$ cat config.mk
export PLATFORM = sky130hd
export DESIGN_NAME = stepper_ramp_step_generator
export DESIGN_NICKNAME = d
export VERILOG_FILES = /design/src/hdl/srsg_pkg.sv /design/src/hdl/srsg_div.sv /design/src/hdl/srsg_datapath.sv /design/src/hdl/srsg_ctrl.sv /design/src/hdl/stepper_ramp_step_generator.sv
export SDC_FILE = /design/constraint.sdc
export NUM_CORES = 1
export LEC_CHECK = 0
export BUFFER_PORTS_ARGS = -buffer_cell sky130_fd_sc_hd__buf_2
export CORE_UTILIZATION = 50
export CTS_CLUSTER_SIZE = 8
export DETAILED_ROUTE_END_ITERATION = 16
export PLACE_DENSITY = 0.68
export SYNTH_ARGS = -nofsm -noshare
export SYNTH_HDL_FRONTEND = slang
export SYNTH_SLANG_ARGS = --single-unit
$ cat constraint.sdc
create_clock -name i_clk -period 5.7 [get_ports i_clk]
set_input_delay 1.14 -clock i_clk [delete_from_list [all_inputs] [get_ports i_clk]]
set_output_delay 1.14 -clock i_clk [all_outputs]
set_load 0.005 [all_outputs]
$ cat src/hdl/srsg_pkg.sv
package srsg_pkg;

    localparam int unsigned DATA_W   = 32;
    localparam int unsigned PERIOD_W = 16;
    localparam int unsigned INC_W    = 8;
    localparam int unsigned FRAC_W   = 9;
    localparam int unsigned CFG_IDX_W = 2;
    localparam int unsigned CFG_DAT_W = 16;

    // action codes carried in the input tuser
    typedef enum logic [1:0] {
        ACT_START  = 2'd0,
        ACT_STEP   = 2'd1,
        ACT_ADJUST = 2'd2,
        ACT_NONE   = 2'd3
    } t_action;

    // direction codes
    typedef enum logic [1:0] {
        DIR_IDLE = 2'b00,
        DIR_POS  = 2'b01,
        DIR_NEG  = 2'b11
    } t_dir;

    // configuration register indexes
    localparam logic [CFG_IDX_W-1:0] CFG_INVERT    = 2'd0;
    localparam logic [CFG_IDX_W-1:0] CFG_START_PER = 2'd1;
    localparam logic [CFG_IDX_W-1:0] CFG_MIN_PER   = 2'd2;
    localparam logic [CFG_IDX_W-1:0] CFG_RAMP_INC  = 2'd3;

    // reset values of the configuration registers
    localparam logic [PERIOD_W-1:0] RST_START_PER = 16'd400;
    localparam logic [PERIOD_W-1:0] RST_MIN_PER   = 16'd133;
    localparam logic [INC_W-1:0]    RST_RAMP_INC  = 8'd45;

    // commands from controller to datapath
    typedef struct packed {
        logic load;
        logic exec;
        logic ramp;
        logic div_wr;
        logic out_load;
    } t_cmd;

    // status from datapath to controller
    typedef struct packed {
        t_action action;
        logic    need_div;
        logic    div_done;
    } t_status;

endpackage

$ cat src/hdl/srsg_div.sv
module srsg_div (
    input  logic                       i_clk,
    input  logic                       i_rst_n,
    input  logic                       i_start,
    input  logic [srsg_pkg::DATA_W-1:0] i_dividend,
    input  logic [srsg_pkg::DATA_W-1:0] i_divisor,
    output logic                       o_done,
    output logic [srsg_pkg::DATA_W-1:0] o_quotient
);

    localparam int unsigned CNT_W = $clog2(srsg_pkg::DATA_W);

    logic [srsg_pkg::DATA_W-1:0] r_rem, n_rem;
    logic [srsg_pkg::DATA_W-1:0] r_quo, n_quo;
    logic [srsg_pkg::DATA_W-1:0] r_dvs;
    logic [CNT_W-1:0]            r_cnt;
    logic                        r_busy;
    logic                        r_done;

    logic [srsg_pkg::DATA_W:0]   rem_sh;
    logic [srsg_pkg::DATA_W+1:0] diff;
    logic                        ge;

    // one restoring step: shift in next dividend bit, trial subtract
    always_comb begin
        rem_sh = {r_rem, r_quo[srsg_pkg::DATA_W-1]};
        diff   = {1'b0, rem_sh} - {2'b00, r_dvs};
        ge     = ~diff[srsg_pkg::DATA_W+1];
        n_rem  = ge ? diff[srsg_pkg::DATA_W-1:0] : rem_sh[srsg_pkg::DATA_W-1:0];
        n_quo  = {r_quo[srsg_pkg::DATA_W-2:0], ge};
    end

    // iteration control
    always_ff @(posedge i_clk) begin
        if (!i_rst_n) begin
            r_busy <= 1'b0;
            r_done <= 1'b0;
            r_cnt  <= '0;
        end else begin
            r_done <= 1'b0;
            if (i_start) begin
                r_busy <= 1'b1;
                r_cnt  <= '0;
            end else if (r_busy) begin
                r_cnt <= r_cnt + 1'b1;
                if (r_cnt == CNT_W'(srsg_pkg::DATA_W - 1)) begin
                    r_busy <= 1'b0;
                    r_done <= 1'b1;
                end
            end
        end
    end

    // operand and partial result registers
    always_ff @(posedge i_clk) begin
        if (i_start) begin
            r_rem <= '0;
            r_quo <= i_dividend;
            r_dvs <= i_divisor;
        end else if (r_busy) begin
            r_rem <= n_rem;
            r_quo <= n_quo;
        end
    end

    assign o_done     = r_done;
    assign o_quotient = r_quo;

endmodule

$ cat src/hdl/srsg_datapath.sv
module srsg_datapath (
    input  logic                            i_clk,
    input  logic                            i_rst_n,
    input  srsg_pkg::t_cmd                  i_cmd,
    output srsg_pkg::t_status               o_status,
    input  logic                            i_cfg_we,
    input  logic [srsg_pkg::CFG_IDX_W-1:0]  i_cfg_index,
    input  logic [srsg_pkg::CFG_DAT_W-1:0]  i_cfg_data,
    input  srsg_pkg::t_action               i_action,
    input  logic [srsg_pkg::DATA_W-1:0]     i_step_count,
    input  logic [srsg_pkg::DATA_W-1:0]     i_move_time,
    output logic [srsg_pkg::DATA_W-1:0]     o_interval,
    output logic [srsg_pkg::DATA_W-1:0]     o_position,
    output logic                            o_move_over,
    output logic                            o_step_level,
    output logic                            o_dir_level,
    output logic                            o_reassert
);

    localparam int unsigned W = srsg_pkg::DATA_W;

    // configuration
    logic                          r_invert;
    logic [srsg_pkg::PERIOD_W-1:0] r_start_per;
    logic [srsg_pkg::PERIOD_W-1:0] r_min_per;
    logic [srsg_pkg::INC_W-1:0]    r_ramp_inc;

    // latched request
    srsg_pkg::t_action r_act;
    logic [W-1:0]      r_count;
    logic [W-1:0]      r_time;

    // axis state
    logic [W-1:0]                r_pos;
    srsg_pkg::t_dir              r_dir;
    logic                        r_line;
    logic [W-1:0]                r_total;
    logic [W-1:0]                r_done;
    logic [W-1:0]                r_mlt;
    logic [W-1:0]                r_period;
    logic [srsg_pkg::FRAC_W-1:0] r_frac;
    logic [W-1:0]                r_decel;
    logic                        r_reassert;

    // result register
    logic [W-1:0] r_o_interval;
    logic [W-1:0] r_o_position;
    logic         r_o_over;
    logic         r_o_line;
    logic         r_o_dir;
    logic         r_o_reassert;

    logic                        neg;
    logic [W-1:0]                mag;
    srsg_pkg::t_dir              want;
    logic                        div_start;
    logic                        div_done;
    logic [W-1:0]                quotient;
    logic [W-1:0]                dir_off;
    logic [srsg_pkg::FRAC_W-1:0] frac_sum;
    logic                        delta;
    logic [W:0]                  per_up;
    logic                        over;

    // start-request decode
    always_comb begin
        neg  = r_count[W-1];
        mag  = neg ? (W'(0) - r_count) : r_count;
        want = (neg ^ r_invert) ? srsg_pkg::DIR_NEG : srsg_pkg::DIR_POS;
    end

    assign div_start = i_cmd.exec && (r_act == srsg_pkg::ACT_START) && o_status.need_div;

    always_comb begin
        o_status.action   = r_act;
        o_status.need_div = (mag != '0) && (r_time != '0);
        o_status.div_done = div_done;
    end

    srsg_div u_div (
        .i_clk      (i_clk),
        .i_rst_n    (i_rst_n),
        .i_start    (div_start),
        .i_dividend (r_time),
        .i_divisor  (mag),
        .o_done     (div_done),
        .o_quotient (quotient)
    );

    // step offset and ramp accumulator
    always_comb begin
        case (r_dir)
            srsg_pkg::DIR_POS: dir_off = W'(1);
            srsg_pkg::DIR_NEG: dir_off = '1;
            default:           dir_off = '0;
        endcase
        frac_sum = r_frac + {1'b0, r_ramp_inc};
        delta    = frac_sum[srsg_pkg::FRAC_W-1];
        per_up   = {1'b0, r_period} + {{W{1'b0}}, delta};
        over     = (r_done >= r_total);
    end

    // configuration writes
    always_ff @(posedge i_clk) begin
        if (!i_rst_n) begin
            r_invert    <= 1'b0;
            r_start_per <= srsg_pkg::RST_START_PER;
            r_min_per   <= srsg_pkg::RST_MIN_PER;
            r_ramp_inc  <= srsg_pkg::RST_RAMP_INC;
        end else if (i_cfg_we) begin
            case (i_cfg_index)
                srsg_pkg::CFG_INVERT:    r_invert    <= i_cfg_data[0];
                srsg_pkg::CFG_START_PER: r_start_per <= i_cfg_data;
                srsg_pkg::CFG_MIN_PER:   r_min_per   <= i_cfg_data;
                srsg_pkg::CFG_RAMP_INC:  r_ramp_inc  <= i_cfg_data[srsg_pkg::INC_W-1:0];
                default: ;
            endcase
        end
    end

    // request capture
    always_ff @(posedge i_clk) begin
        if (i_cmd.load) begin
            r_act   <= i_action;
            r_count <= i_step_count;
            r_time  <= i_move_time;
        end
    end

    // axis state update
    always_ff @(posedge i_clk) begin
        if (!i_rst_n) begin
            r_pos      <= '0;
            r_dir      <= srsg_pkg::DIR_IDLE;
            r_line     <= 1'b0;
            r_total    <= '0;
            r_done     <= '0;
            r_mlt      <= '0;
            r_period   <= '0;
            r_frac     <= '0;
            r_decel    <= '0;
            r_reassert <= 1'b0;
        end else begin
            if (i_cmd.load) begin
                r_reassert <= 1'b0;
            end
            if (i_cmd.exec) begin
                case (r_act)
                    srsg_pkg::ACT_START: begin
                        r_done  <= '0;
                        r_total <= mag;
                        r_mlt   <= r_time;
                        if (mag != '0) begin
                            if (r_dir != want) begin
                                r_dir      <= want;
                                r_reassert <= r_line;
                            end
                            if (r_time == '0) begin
                                r_frac   <= '0;
                                r_period <= W'(r_start_per);
                                r_decel  <= mag;
                            end
                        end else begin
                            r_period <= '0;
                            r_decel  <= '0;
                        end
                    end
                    srsg_pkg::ACT_STEP: begin
                        r_pos  <= r_pos + dir_off;
                        r_line <= ~r_line;
                        if (r_done != '1) begin
                            r_done <= r_done + W'(1);
                        end
                    end
                    srsg_pkg::ACT_ADJUST: begin
                        r_pos <= r_pos + r_count;
                    end
                    default: ;
                endcase
            end
            // constant-rate period from the divider
            if (i_cmd.div_wr) begin
                r_period <= quotient;
            end
            // ramp update after a step
            if (i_cmd.ramp && !over && (r_mlt == '0)) begin
                if (r_done > r_decel) begin
                    r_frac   <= {1'b0, frac_sum[srsg_pkg::FRAC_W-2:0]};
                    r_period <= per_up[W] ? '1 : per_up[W-1:0];
                end else if (r_period > W'(r_min_per)) begin
                    r_frac   <= {1'b0, frac_sum[srsg_pkg::FRAC_W-2:0]};
                    r_period <= r_period - {{(W-1){1'b0}}, delta};
                    r_decel  <= r_total - r_done;
                end
            end
        end
    end

    // result register
    always_ff @(posedge i_clk) begin
        if (i_cmd.out_load) begin
            r_o_interval <= over ? '0 : r_period;
            r_o_position <= r_pos;
            r_o_over     <= over;
            r_o_line     <= r_line;
            r_o_dir      <= (r_dir == srsg_pkg::DIR_POS);
            r_o_reassert <= r_reassert;
        end
    end

    assign o_interval   = r_o_interval;
    assign o_position   = r_o_position;
    assign o_move_over  = r_o_over;
    assign o_step_level = r_o_line;
    assign o_dir_level  = r_o_dir;
    assign o_reassert   = r_o_reassert;

endmodule

$ cat src/hdl/srsg_ctrl.sv
module srsg_ctrl (
    input  logic              i_clk,
    input  logic              i_rst_n,
    input  logic              i_in_valid,
    output logic              o_in_ready,
    output logic              o_out_valid,
    input  logic              i_out_ready,
    input  srsg_pkg::t_status i_status,
    output srsg_pkg::t_cmd    o_cmd
);

    typedef enum logic [2:0] {
        S_IDLE,
        S_EXEC,
        S_DIV,
        S_RAMP,
        S_FINISH
    } t_state;

    t_state r_state;
    logic   r_out_valid;
    logic   slot_free;

    assign slot_free = !r_out_valid || i_out_ready;

    // command decode
    always_comb begin
        o_cmd.load     = (r_state == S_IDLE) && i_in_valid;
        o_cmd.exec     = (r_state == S_EXEC);
        o_cmd.ramp     = (r_state == S_RAMP);
        o_cmd.div_wr   = (r_state == S_DIV) && i_status.div_done;
        o_cmd.out_load = (r_state == S_FINISH) && slot_free;
    end

    // sequencer and result valid flag
    always_ff @(posedge i_clk) begin
        if (!i_rst_n) begin
            r_state     <= S_IDLE;
            r_out_valid <= 1'b0;
        end else begin
            if (r_out_valid && i_out_ready) begin
                r_out_valid <= 1'b0;
            end
            case (r_state)
                S_IDLE: begin
                    if (i_in_valid) begin
                        r_state <= S_EXEC;
                    end
                end
                S_EXEC: begin
                    case (i_status.action)
                        srsg_pkg::ACT_START:
                            r_state <= i_status.need_div ? S_DIV : S_FINISH;
                        srsg_pkg::ACT_STEP:
                            r_state <= S_RAMP;
                        default:
                            r_state <= S_FINISH;
                    endcase
                end
                S_DIV: begin
                    if (i_status.div_done) begin
                        r_state <= S_FINISH;
                    end
                end
                S_RAMP: begin
                    r_state <= S_FINISH;
                end
                S_FINISH: begin
                    if (slot_free) begin
                        r_out_valid <= 1'b1;
                        r_state     <= S_IDLE;
                    end
                end
                default: begin
                    r_state <= S_IDLE;
                end
            endcase
        end
    end

    assign o_in_ready  = (r_state == S_IDLE);
    assign o_out_valid = r_out_valid;

endmodule

$ cat src/hdl/stepper_ramp_step_generator.sv
// One stepper axis. Each request (start move, step due, adjust position) yields exactly
// one result. Adjust requests and ramped starts pass the execute and finish states,
// step-due requests also the ramp state, constant-rate starts also the divide state of
// the bit-serial 32-bit divider forming move_time / |steps| one quotient bit per cycle.
// Requests are handled one at a time; a new request is accepted while the previous
// result still waits in the output register. Configuration writes are always accepted.
module stepper_ramp_step_generator (
    input  logic        i_clk,
    input  logic        i_rst_n,
    // request channel
    input  logic        s_axis_tvalid,
    output logic        s_axis_tready,
    input  logic [63:0] s_axis_tdata,  // step_count[31:0], move_time[63:32]
    input  logic [1:0]  s_axis_tuser,  // action[1:0]
    // result channel
    output logic        m_axis_tvalid,
    input  logic        m_axis_tready,
    output logic [63:0] m_axis_tdata,  // interval[31:0], position[63:32]
    output logic [3:0]  m_axis_tuser,  // move_over[0], step_level[1], dir_level[2],
                                       // reassert_step[3]
    // configuration write channel
    input  logic        cfg_valid,
    output logic        cfg_ready,
    input  logic [1:0]  cfg_index,
    input  logic [15:0] cfg_data
);

    srsg_pkg::t_cmd    cmd;
    srsg_pkg::t_status status;

    logic [31:0] interval;
    logic [31:0] position;
    logic        move_over;
    logic        step_level;
    logic        dir_level;
    logic        reassert;

    assign cfg_ready = 1'b1;

    srsg_ctrl u_ctrl (
        .i_clk       (i_clk),
        .i_rst_n     (i_rst_n),
        .i_in_valid  (s_axis_tvalid),
        .o_in_ready  (s_axis_tready),
        .o_out_valid (m_axis_tvalid),
        .i_out_ready (m_axis_tready),
        .i_status    (status),
        .o_cmd       (cmd)
    );

    srsg_datapath u_dp (
        .i_clk        (i_clk),
        .i_rst_n      (i_rst_n),
        .i_cmd        (cmd),
        .o_status     (status),
        .i_cfg_we     (cfg_valid),
        .i_cfg_index  (cfg_index),
        .i_cfg_data   (cfg_data),
        .i_action     (srsg_pkg::t_action'(s_axis_tuser)),
        .i_step_count (s_axis_tdata[31:0]),
        .i_move_time  (s_axis_tdata[63:32]),
        .o_interval   (interval),
        .o_position   (position),
        .o_move_over  (move_over),
        .o_step_level (step_level),
        .o_dir_level  (dir_level),
        .o_reassert   (reassert)
    );

    // result packing
    assign m_axis_tdata = {position, interval};
    assign m_axis_tuser = {reassert, dir_level, step_level, move_over};

endmodule

==> out/metrics.yaml, run 1 <==
status:
  outcome: "complete, no violations"
sta:
  final_min_period_over_clock_period: 0.931
  fin_worst_skew_ns: 0.0287
  worst-slew-pin-transition_ns: 1.21
  slew-limit-headroom: 0.189
  fin_hold_ws_ns: 0.455
  timing.final.hold_violations: 0
  timing.final.max_slew_violations: 0
  achievable-frequency_mhz: 188
  grt_setup_unrepaired: "no"
  total_negative_setup_slack_ns: 0
  period_minus_slack_ns: 5.31
  setup_viol_count_final: 0
power:
  share_seq_of_total_power: 0.387
  switching_pwr_mw: 3.47
  combinationalPowerShare: 0.249
  max-vdd-ir-drop_uv: 276
  report.power.total_mw: 10.9
  power.switching_fraction: 0.319
  total_leakage_power_nw: 12.4
  clock_power_share: 0.364
  internal_power_mw: 7.41
  power_density_nw_per_um2: 358
drt:
  initial_drc_count: 1816
  first_pass_iters: 6
  drc_errors: 0
  route.detailed.vias_per_inst: 5.95
  detail-route-antenna-nets: 0
  topRoutingLayerUsed: "met4"
  wl_met1_um: 33600
  wl_met2_um: 35800
  postRouteWirelength_um: 77300
  vias: 23300
  wl_per_cell_um: 19.7
  met3WireLength_um: 5000
clock_tree:
  worstSkewPairLatency_ns: 0.61
  clock-root-buffer: "clkbuf_16"
  cts_max_level: 3
  cts_made_buffers: 71
  clock_pin_slew_worst_setup_and_hold_paths_ns: 0.05
  clock_sinks: 487
  cts_tree: "yes"
  cts_hold_buf: 0
  clock_tree.buffer_depth: 3
setup_path:
  critical_path.slowest_cell: "or3b_2"
  timing.critical_path.fanout_max: 5
  timing.rr.start: "u_dp.r_frac[0]$_SDFF_PN0_"
  crit_end: "u_dp.r_period[28]$_SDFF_PN0_"
  timing.reg2reg.worst_path_depth: 24
  crit_type: "reg2reg"
  worstReg2RegEnd: "u_dp.r_period[28]$_SDFF_PN0_"
  critPathMaxStageDelay_ns: 0.48
  arrival_time_worst_endpoint_ns: 5.79
  critPathLaunchType: "flop"
  reg2reg_setup_slack_ns: 0.39
  required_time_of_the_worst_setup_path_ns: 6.18
  crit_path_cell_trace: "ha_1 > fa_1 > a21o_1 > a21o_1 > a21oi_1 > nor2_1 > nor2_1 > o21bai_1 > a21oi_1 > xnor2_1 > ha_1 > ha_1 > or3b_2 > or3_1 > or2_2 > nor3_2 > nand2_2 > nor2_4 > nand2_1 > nor3_2 > xor2_1 > a32oi_1 > nor2_1 > a221o_1"
  critPathLaunch: "u_dp.r_frac[0]$_SDFF_PN0_"
  crit_path_capture_type: "flop"
yosys:
  synth_seq_area_share: 0.434
  ys_async_sr_fraction: 0
  synth.top_cell.area_share: 0.220
  postSynth.topFlopCell: "dfxtp_1"
  count_of_flip_flops_with_a_built_in_enable_after_synthesis: 198
  ys.warnings.count: 0
  yosys.cell_types.count: 80
  avgSynthCellArea_um2: 8.76
  synth_seq_cells: 487
  post-synth-top-count-cell: "nand2_1"
  synthTopCellsByCount: "nand2_1 (450), dfxtp_1 (289), a21oi_1 (269)"
  synthesis.area_um2: 27000
  synth.net_count: 3341
  synth.top_cells.by_area: "edfxtp_1 (22%), dfxtp_1 (21%), ha_1 (7.6%)"
  synth_cells: 3084
  yosysTopAreaCell: "edfxtp_1"
placement:
  hpwlAfterDp_um: 55900
  final_replace_weighted_congestion: 0.998
  port_buffers: 158
  placed_cells_incl_taps: 3799
die:
  die_width_um: 234
  core.rowCount: 84
  floorplan.core_area_um2: 53000
  floorplan.initialDensity: 0.510
  num_io_pins: 160
  die_y_um: 234
  dieArea_um2: 55000
global_routing:
  number_of_global_route_vias_before_repair: 22400
  grt_pass1_wl_um: 121000
  maximum_number_of_pins_on_one_net_before_global_route_repair: 86
  grt_antenna_before_repair: 1
  grt.total_usage: 0.280
  grt_residual_overflow: 0
finish:
  drive_above_1_share: 0.0973
  final_cells: 3925
  finish.utilization: 0.574
  synthToLayoutAreaGrowth_pct: 12.6
  finalNetCount: 3441
flow_run:
  maxCapViolCount: 0
hold_path:
  hold_wc_path_type: "reg2reg"
[per-stage QoR]
step                area [µm²]  setup slack [ns]
floorplan                27000             0.831
global placement         28300             0.370
detailed placement       28300             0.224
CTS                      30400             0.209
global route             30400            0.0738
finish                   30400             0.391
[layout by cell type, fill, tap and decap left out, types with 8 or more instances in the layout]
master,instances
nand2_1,449
dfxtp_1,288
a21oi_1,268
nor2_1,225
inv_1,201
edfxtp_1,198
ha_1,164
buf_2,158
o21ai_0,140
xnor2_1,116
a21o_1,75
nand3_1,74
clkbuf_16,74
clkbuf_1,46
nor3_1,44
and3_1,42
a22oi_1,42
xor2_1,42
nand4_1,40
and2_1,39
nand2b_1,38
a211oi_1,38
a31oi_1,31
buf_4,30
nor4_1,29
o211ai_1,26
or3_1,25
nor2b_1,22
a221oi_1,20
o221ai_1,19
o21a_1,18
a221o_1,15
mux2i_1,14
o21bai_1,14
o31ai_1,12
or2_2,11
and4_1,9
o22ai_1,9
o41ai_1,8
[worst max-delay path: cells and delay by family, from the launching register on]
| family | cells | cell delay [ns] |
|---|---|---|
| xor+xnor | 2 | 0.27 |
| simple gates | 11 | 2.27 |
| flops | 1 | 0.31 |
| compound gates | 7 | 1.30 |
| fa+ha+maj | 4 | 1.06 |
[layer usage]
metal  global-route usage  vias to the layer above
li1                     -                    11100
met1                0.364                    11200
met2                0.462                      868
met3               0.0460                      171
met4                0.111                        0
met5                    0                        -
[how the worst min path moves through the flow]
| stage | startpoint | to | slack (ns) | depth (start not counted) |
|---|---|---|---|---|
| 3_3_place_gp | u_dp.r_mlt[14]$_SDFFE_PN0P_ | u_dp.r_mlt[14]$_SDFFE_PN0P_ | 0.44 | 2 |
| 5_1_grt | u_dp.r_mlt[22]$_SDFFE_PN0P_ | u_dp.r_mlt[22]$_SDFFE_PN0P_ | 0.47 | 2 |
| 3_5_place_dp | u_dp.r_min_per[4]$_SDFFE_PN0P_ | u_dp.r_min_per[4]$_SDFFE_PN0P_ | 0.45 | 2 |
| 6_report | u_dp.r_min_per[4]$_SDFFE_PN0P_ | u_dp.r_min_per[4]$_SDFFE_PN0P_ | 0.45 | 2 |
| 2_1_floorplan | u_dp.r_reassert$_SDFF_PN0_ | u_dp.o_reassert$_DFFE_PP_ | 0.40 | 0 |
| 4_1_cts | u_dp.r_min_per[4]$_SDFFE_PN0P_ | u_dp.r_min_per[4]$_SDFFE_PN0P_ | 0.45 | 2 |
[power by group through the flow]
stage	clock, mW	combinational, mW	sequential, mW
final	3.96	2.71	4.21
after global routing	4.17	3.02	4.24
after CTS	4.03	2.69	4.20
after detailed placement	0	2.67	4.27
after global placement	0	2.60	4.26
after floorplan	0	2.04	4.17
[registers in the layout, indices dropped and copies added, names as in the netlist, 2 cells and up]
register / flops
u_ctrl.r_state: 3
u_dp.o_interval: 32
u_dp.o_position: 32
u_dp.r_act: 2
u_dp.r_count: 32
u_dp.r_decel: 32
u_dp.r_dir: 2
u_dp.r_done: 32
u_dp.r_frac: 9
u_dp.r_min_per: 16
u_dp.r_mlt: 32
u_dp.r_period: 32
u_dp.r_pos: 32
u_dp.r_ramp_inc: 8
u_dp.r_start_per: 16
u_dp.r_time: 32
u_dp.r_total: 32
u_dp.u_div.o_quotient: 32
u_dp.u_div.r_cnt: 5
u_dp.u_div.r_dvs: 32
u_dp.u_div.r_rem: 32
[area by class of cell]
class | count | area (µm²)
Multi-Input combinational cell | 2231 | 13900
Clock inverter | 4 | 41.3
Antenna cell | 1 | 2.50
Inverter | 204 | 768
Tap cell | 688 | 861
Fill cell | 4791 | 22500
Clock buffer | 121 | 2040
Sequential cell | 487 | 11700
Timing Repair Buffer | 189 | 1040
[timing repair]
item / CTS / global route
setup buffers: 0 / 0
resized for setup: 0 / 6
setup endpoints to repair: 0 / 4
[kinds of logic (layout without fill, tap and decap cells)]
group                      after synthesis  after routing  synth area share
DFF                                    487            487             0.434
adders and majority gates              168            168            0.0789
other                                    1              2          0.000139
muxes                                   16             16           0.00602
AOI/OAI and AO/OA                      796            796             0.188
xor gates and xnor gates               158            158            0.0512
and+or+nand+nor                       1092           1092             0.189
buffers and inverters                  366            518            0.0525
Power figures use the tool's default switching activity.
==> run 2, diff against run 1 <==
--- a/config.mk
+++ b/config.mk
@@ -10,6 +10,7 @@
 export CTS_CLUSTER_SIZE = 8
 export DETAILED_ROUTE_END_ITERATION = 16
 export PLACE_DENSITY = 0.68
+export SKIP_LAST_GASP = 1
 export SYNTH_ARGS = -nofsm -noshare
 export SYNTH_HDL_FRONTEND = slang
 export SYNTH_SLANG_ARGS = --single-unit
==> constraint.sdc (replaced) <==
create_clock -name i_clk -period 5.7 [get_ports i_clk]
set_input_delay 0 -clock i_clk [delete_from_list [all_inputs] [get_ports i_clk]]
set_output_delay 0 -clock i_clk [all_outputs]
set_load 0.005 [all_outputs]
==> out/metrics.yaml, run 2 (synthesized netlist as in run 1, its figures left out) <==
finish:
  layout.cell_area.non_filler_um2: 31300
  most-common-layout-cells: "nand2_1 (448), dfxtp_1 (288), a21oi_1 (268)"
  synthToLayoutAreaGrowth_pct: 16.0
  seq_area_um2: 11700
  num-fill-cells: 4635
  drive_above_1_share: 0.0957
  finalNetCount: 3533
  layout.cells.most_common: "nand2_1"
  multiInputGateArea_um2: 13900
drt:
  wl_per_cell_um: 19.8
  detail-route-antenna-nets: 0
  vias: 23700
  initial_drc_count: 2005
  drc_errors: 0
  route.detailed.vias_per_inst: 5.91
  first_pass_iters: 7
  postRouteWirelength_um: 79500
global_routing:
  grt_pass1_wl_um: 124000
  grt_residual_overflow: 0
  number_of_global_route_vias_before_repair: 22800
  maximum_number_of_pins_on_one_net_before_global_route_repair: 86
  grt.total_usage: 0.287
  grt_antenna_before_repair: 1
sta:
  total_negative_setup_slack_ns: 0
  final_min_period_over_clock_period: 0.941
  period_minus_slack_ns: 5.36
  timing.final.hold_violations: 0
  achievable-frequency_mhz: 186
  fin_worst_skew_ns: 0.0386
  worst-slew-pin-transition_ns: 1.23
  slew-limit-headroom: 0.171
  setup_viol_count_final: 0
  postLayoutSetupSlackWorst_ns: 0.338
  timing.final.max_slew_violations: 0
placement:
  final_replace_weighted_congestion: 0.998
  port_buffers: 158
  preCtsSetupSlack_ns: 0.302
  detailed_place.area_um2: 28300
  hpwlAfterDp_um: 55700
die:
  core.rowCount: 84
  dieArea_um2: 55000
  die_width_um: 234
  floorplan.core_area_um2: 53000
  num_io_pins: 160
  die_y_um: 234
  floorplan.initialDensity: 0.510
clock_tree:
  cts_made_buffers: 71
  clock_tree.buffer_depth: 3
  post-cts-setup-buffers: 0
  cts_max_level: 3
  clock_sinks: 487
  clock_pin_slew_worst_setup_and_hold_paths_ns: 0.06
  clock-root-buffer: "clkbuf_16"
  worstSkewPairLatency_ns: 0.62
  cts_tree: "yes"
setup_path:
  timing.reg2reg.worst_path_depth: 24
  crit_path_cell_trace: "ha_1 > fa_1 > a21o_1 > a21o_1 > a21oi_1 > nor2_1 > nor2_1 > o21bai_1 > a21oi_1 > xnor2_1 > ha_1 > ha_1 > or3b_2 > or3_1 > or2_2 > nor3_1 > nand2_2 > nor2_4 > nand2_2 > nor3_2 > o211ai_1 > o21ai_0 > a21oi_1 > a221o_1"
  critical_path.slowest_cell: "or3b_2"
  timing.rr.start: "u_dp.r_frac[0]$_SDFF_PN0_"
  critPathMaxStageDelay_ns: 0.48
  arrival_time_worst_endpoint_ns: 5.87
  reg2reg_setup_slack_ns: 0.34
  required_time_of_the_worst_setup_path_ns: 6.21
  critPathLaunchType: "flop"
  crit_type: "reg2reg"
  worstReg2RegEnd: "u_dp.r_period[30]$_SDFF_PN0_"
  timing.critical_path.fanout_max: 5
  crit_path_capture_type: "flop"
power:
  max-vdd-ir-drop_uv: 266
  internal_power_mw: 7.42
  switching_pwr_mw: 3.53
  total_leakage_power_nw: 12.8
  clock_power_share: 0.363
  power_density_nw_per_um2: 349
  share_seq_of_total_power: 0.385
  combinationalPowerShare: 0.252
  report.power.total_mw: 10.9
  power.switching_fraction: 0.322
hold_path:
  hold_path_end: "u_dp.r_time[7]$_DFFE_PP_"
  min_delay_path_depth: 2
  hold_wc_path_type: "in2reg"
  worstHoldStart: "s_axis_tdata[39]"
status:
  outcome: "complete, no violations"
flow_run:
  maxCapViolCount: 0
==> run 2: cell types whose count changed in the layout (fill, tap and decap cells not counted) <==
| cell | previous run | this run |
|---|---|---|
| a221oi_1 | 20 | 19 |
| a221oi_2 | 0 | 1 |
| clkbuf_1 | 46 | 40 |
| clkbuf_16 | 74 | 72 |
| clkbuf_8 | 1 | 2 |
| clkinv_8 | 1 | 3 |
| dlygate4sd3_1 | 0 | 92 |
| inv_16 | 0 | 1 |
| nand2_1 | 449 | 448 |
| nand2_2 | 3 | 4 |
| nor3_1 | 44 | 45 |
| nor3_2 | 3 | 2 |
==> run 2: power groups by stage <==
stage | combinational, mW | clock (mW) | sequential (mW)
after floorplan | 2.04 | 0 | 4.17
after global placement | 2.60 | 0 | 4.26
after detailed placement | 2.67 | 0 | 4.27
after CTS | 2.73 | 4.03 | 4.21
after global routing | 3.06 | 4.18 | 4.24
final | 2.76 | 3.97 | 4.21
==> run 2: worst max-delay path by stage <==
stage	endpoint	startpoint	slack, ns	depth (start not counted)
final	u_dp.r_period[30]$_SDFF_PN0_	u_dp.r_frac[0]$_SDFF_PN0_	0.34	24
after global routing	u_dp.r_period[30]$_SDFF_PN0_	u_dp.r_frac[0]$_SDFF_PN0_	-0.004	24
after CTS	u_dp.r_period[30]$_SDFF_PN0_	u_dp.r_frac[0]$_SDFF_PN0_	0.29	24
after detailed placement	u_dp.r_period[30]$_SDFF_PN0_	u_dp.r_frac[0]$_SDFF_PN0_	0.30	24
after global placement	u_dp.r_period[28]$_SDFF_PN0_	u_dp.r_frac[0]$_SDFF_PN0_	0.37	24
after floorplan	u_dp.r_period[28]$_SDFF_PN0_	u_dp.r_frac[0]$_SDFF_PN0_	0.83	24
==> run 2: metrics by stage <==
stage | util | cells | hold slack [ns]
detailed placement | 0.535 | 3799 | 0.178
global placement | 0.535 | 3799 | 0.176
finish | 0.592 | 4013 | 0.101
floorplan | - | 3084 | 0.0989
global route | 0.592 | 4013 | 0.0973
CTS | 0.591 | 4012 | 0.0628
==> run 2: repair_timing <==
action                                  CTS  global route
endpoints found under the hold margin   113             0
hold buffers                             92             0
gates resized for setup                   0             7
endpoints found under the setup margin    0             3
==> run 2: final cells by class <==
class / instances / share of cell area
repair buffers: 281 / 0.0624
flip-flops and latches: 487 / 0.374
inverters: 204 / 0.0245
diodes: 1 / 0.0000798
clock inverters: 7 / 0.00299
well taps: 688 / 0.0275
multi-input cells: 2231 / 0.445
clock buffers: 114 / 0.0632
==> run 2: per-layer routing <==
layer,wire [µm],GRT usage,vias up,part of all wire
li1,-,-,11300,-
met1,33700,0.374,11300,0.42
met2,37600,0.476,852,0.47
met3,5420,0.0445,185,0.068
met4,2830,0.112,0,0.036
met5,0,0,-,0
==> run 2: worst max-delay path: cells and delay by family, from the launching register on <==
family / cells / cell delay (ns)
fa+ha+maj: 4 / 1.04
flops: 1 / 0.31
compound gates: 9 / 1.40
xor+xnor: 1 / 0.17
simple gates: 10 / 2.35
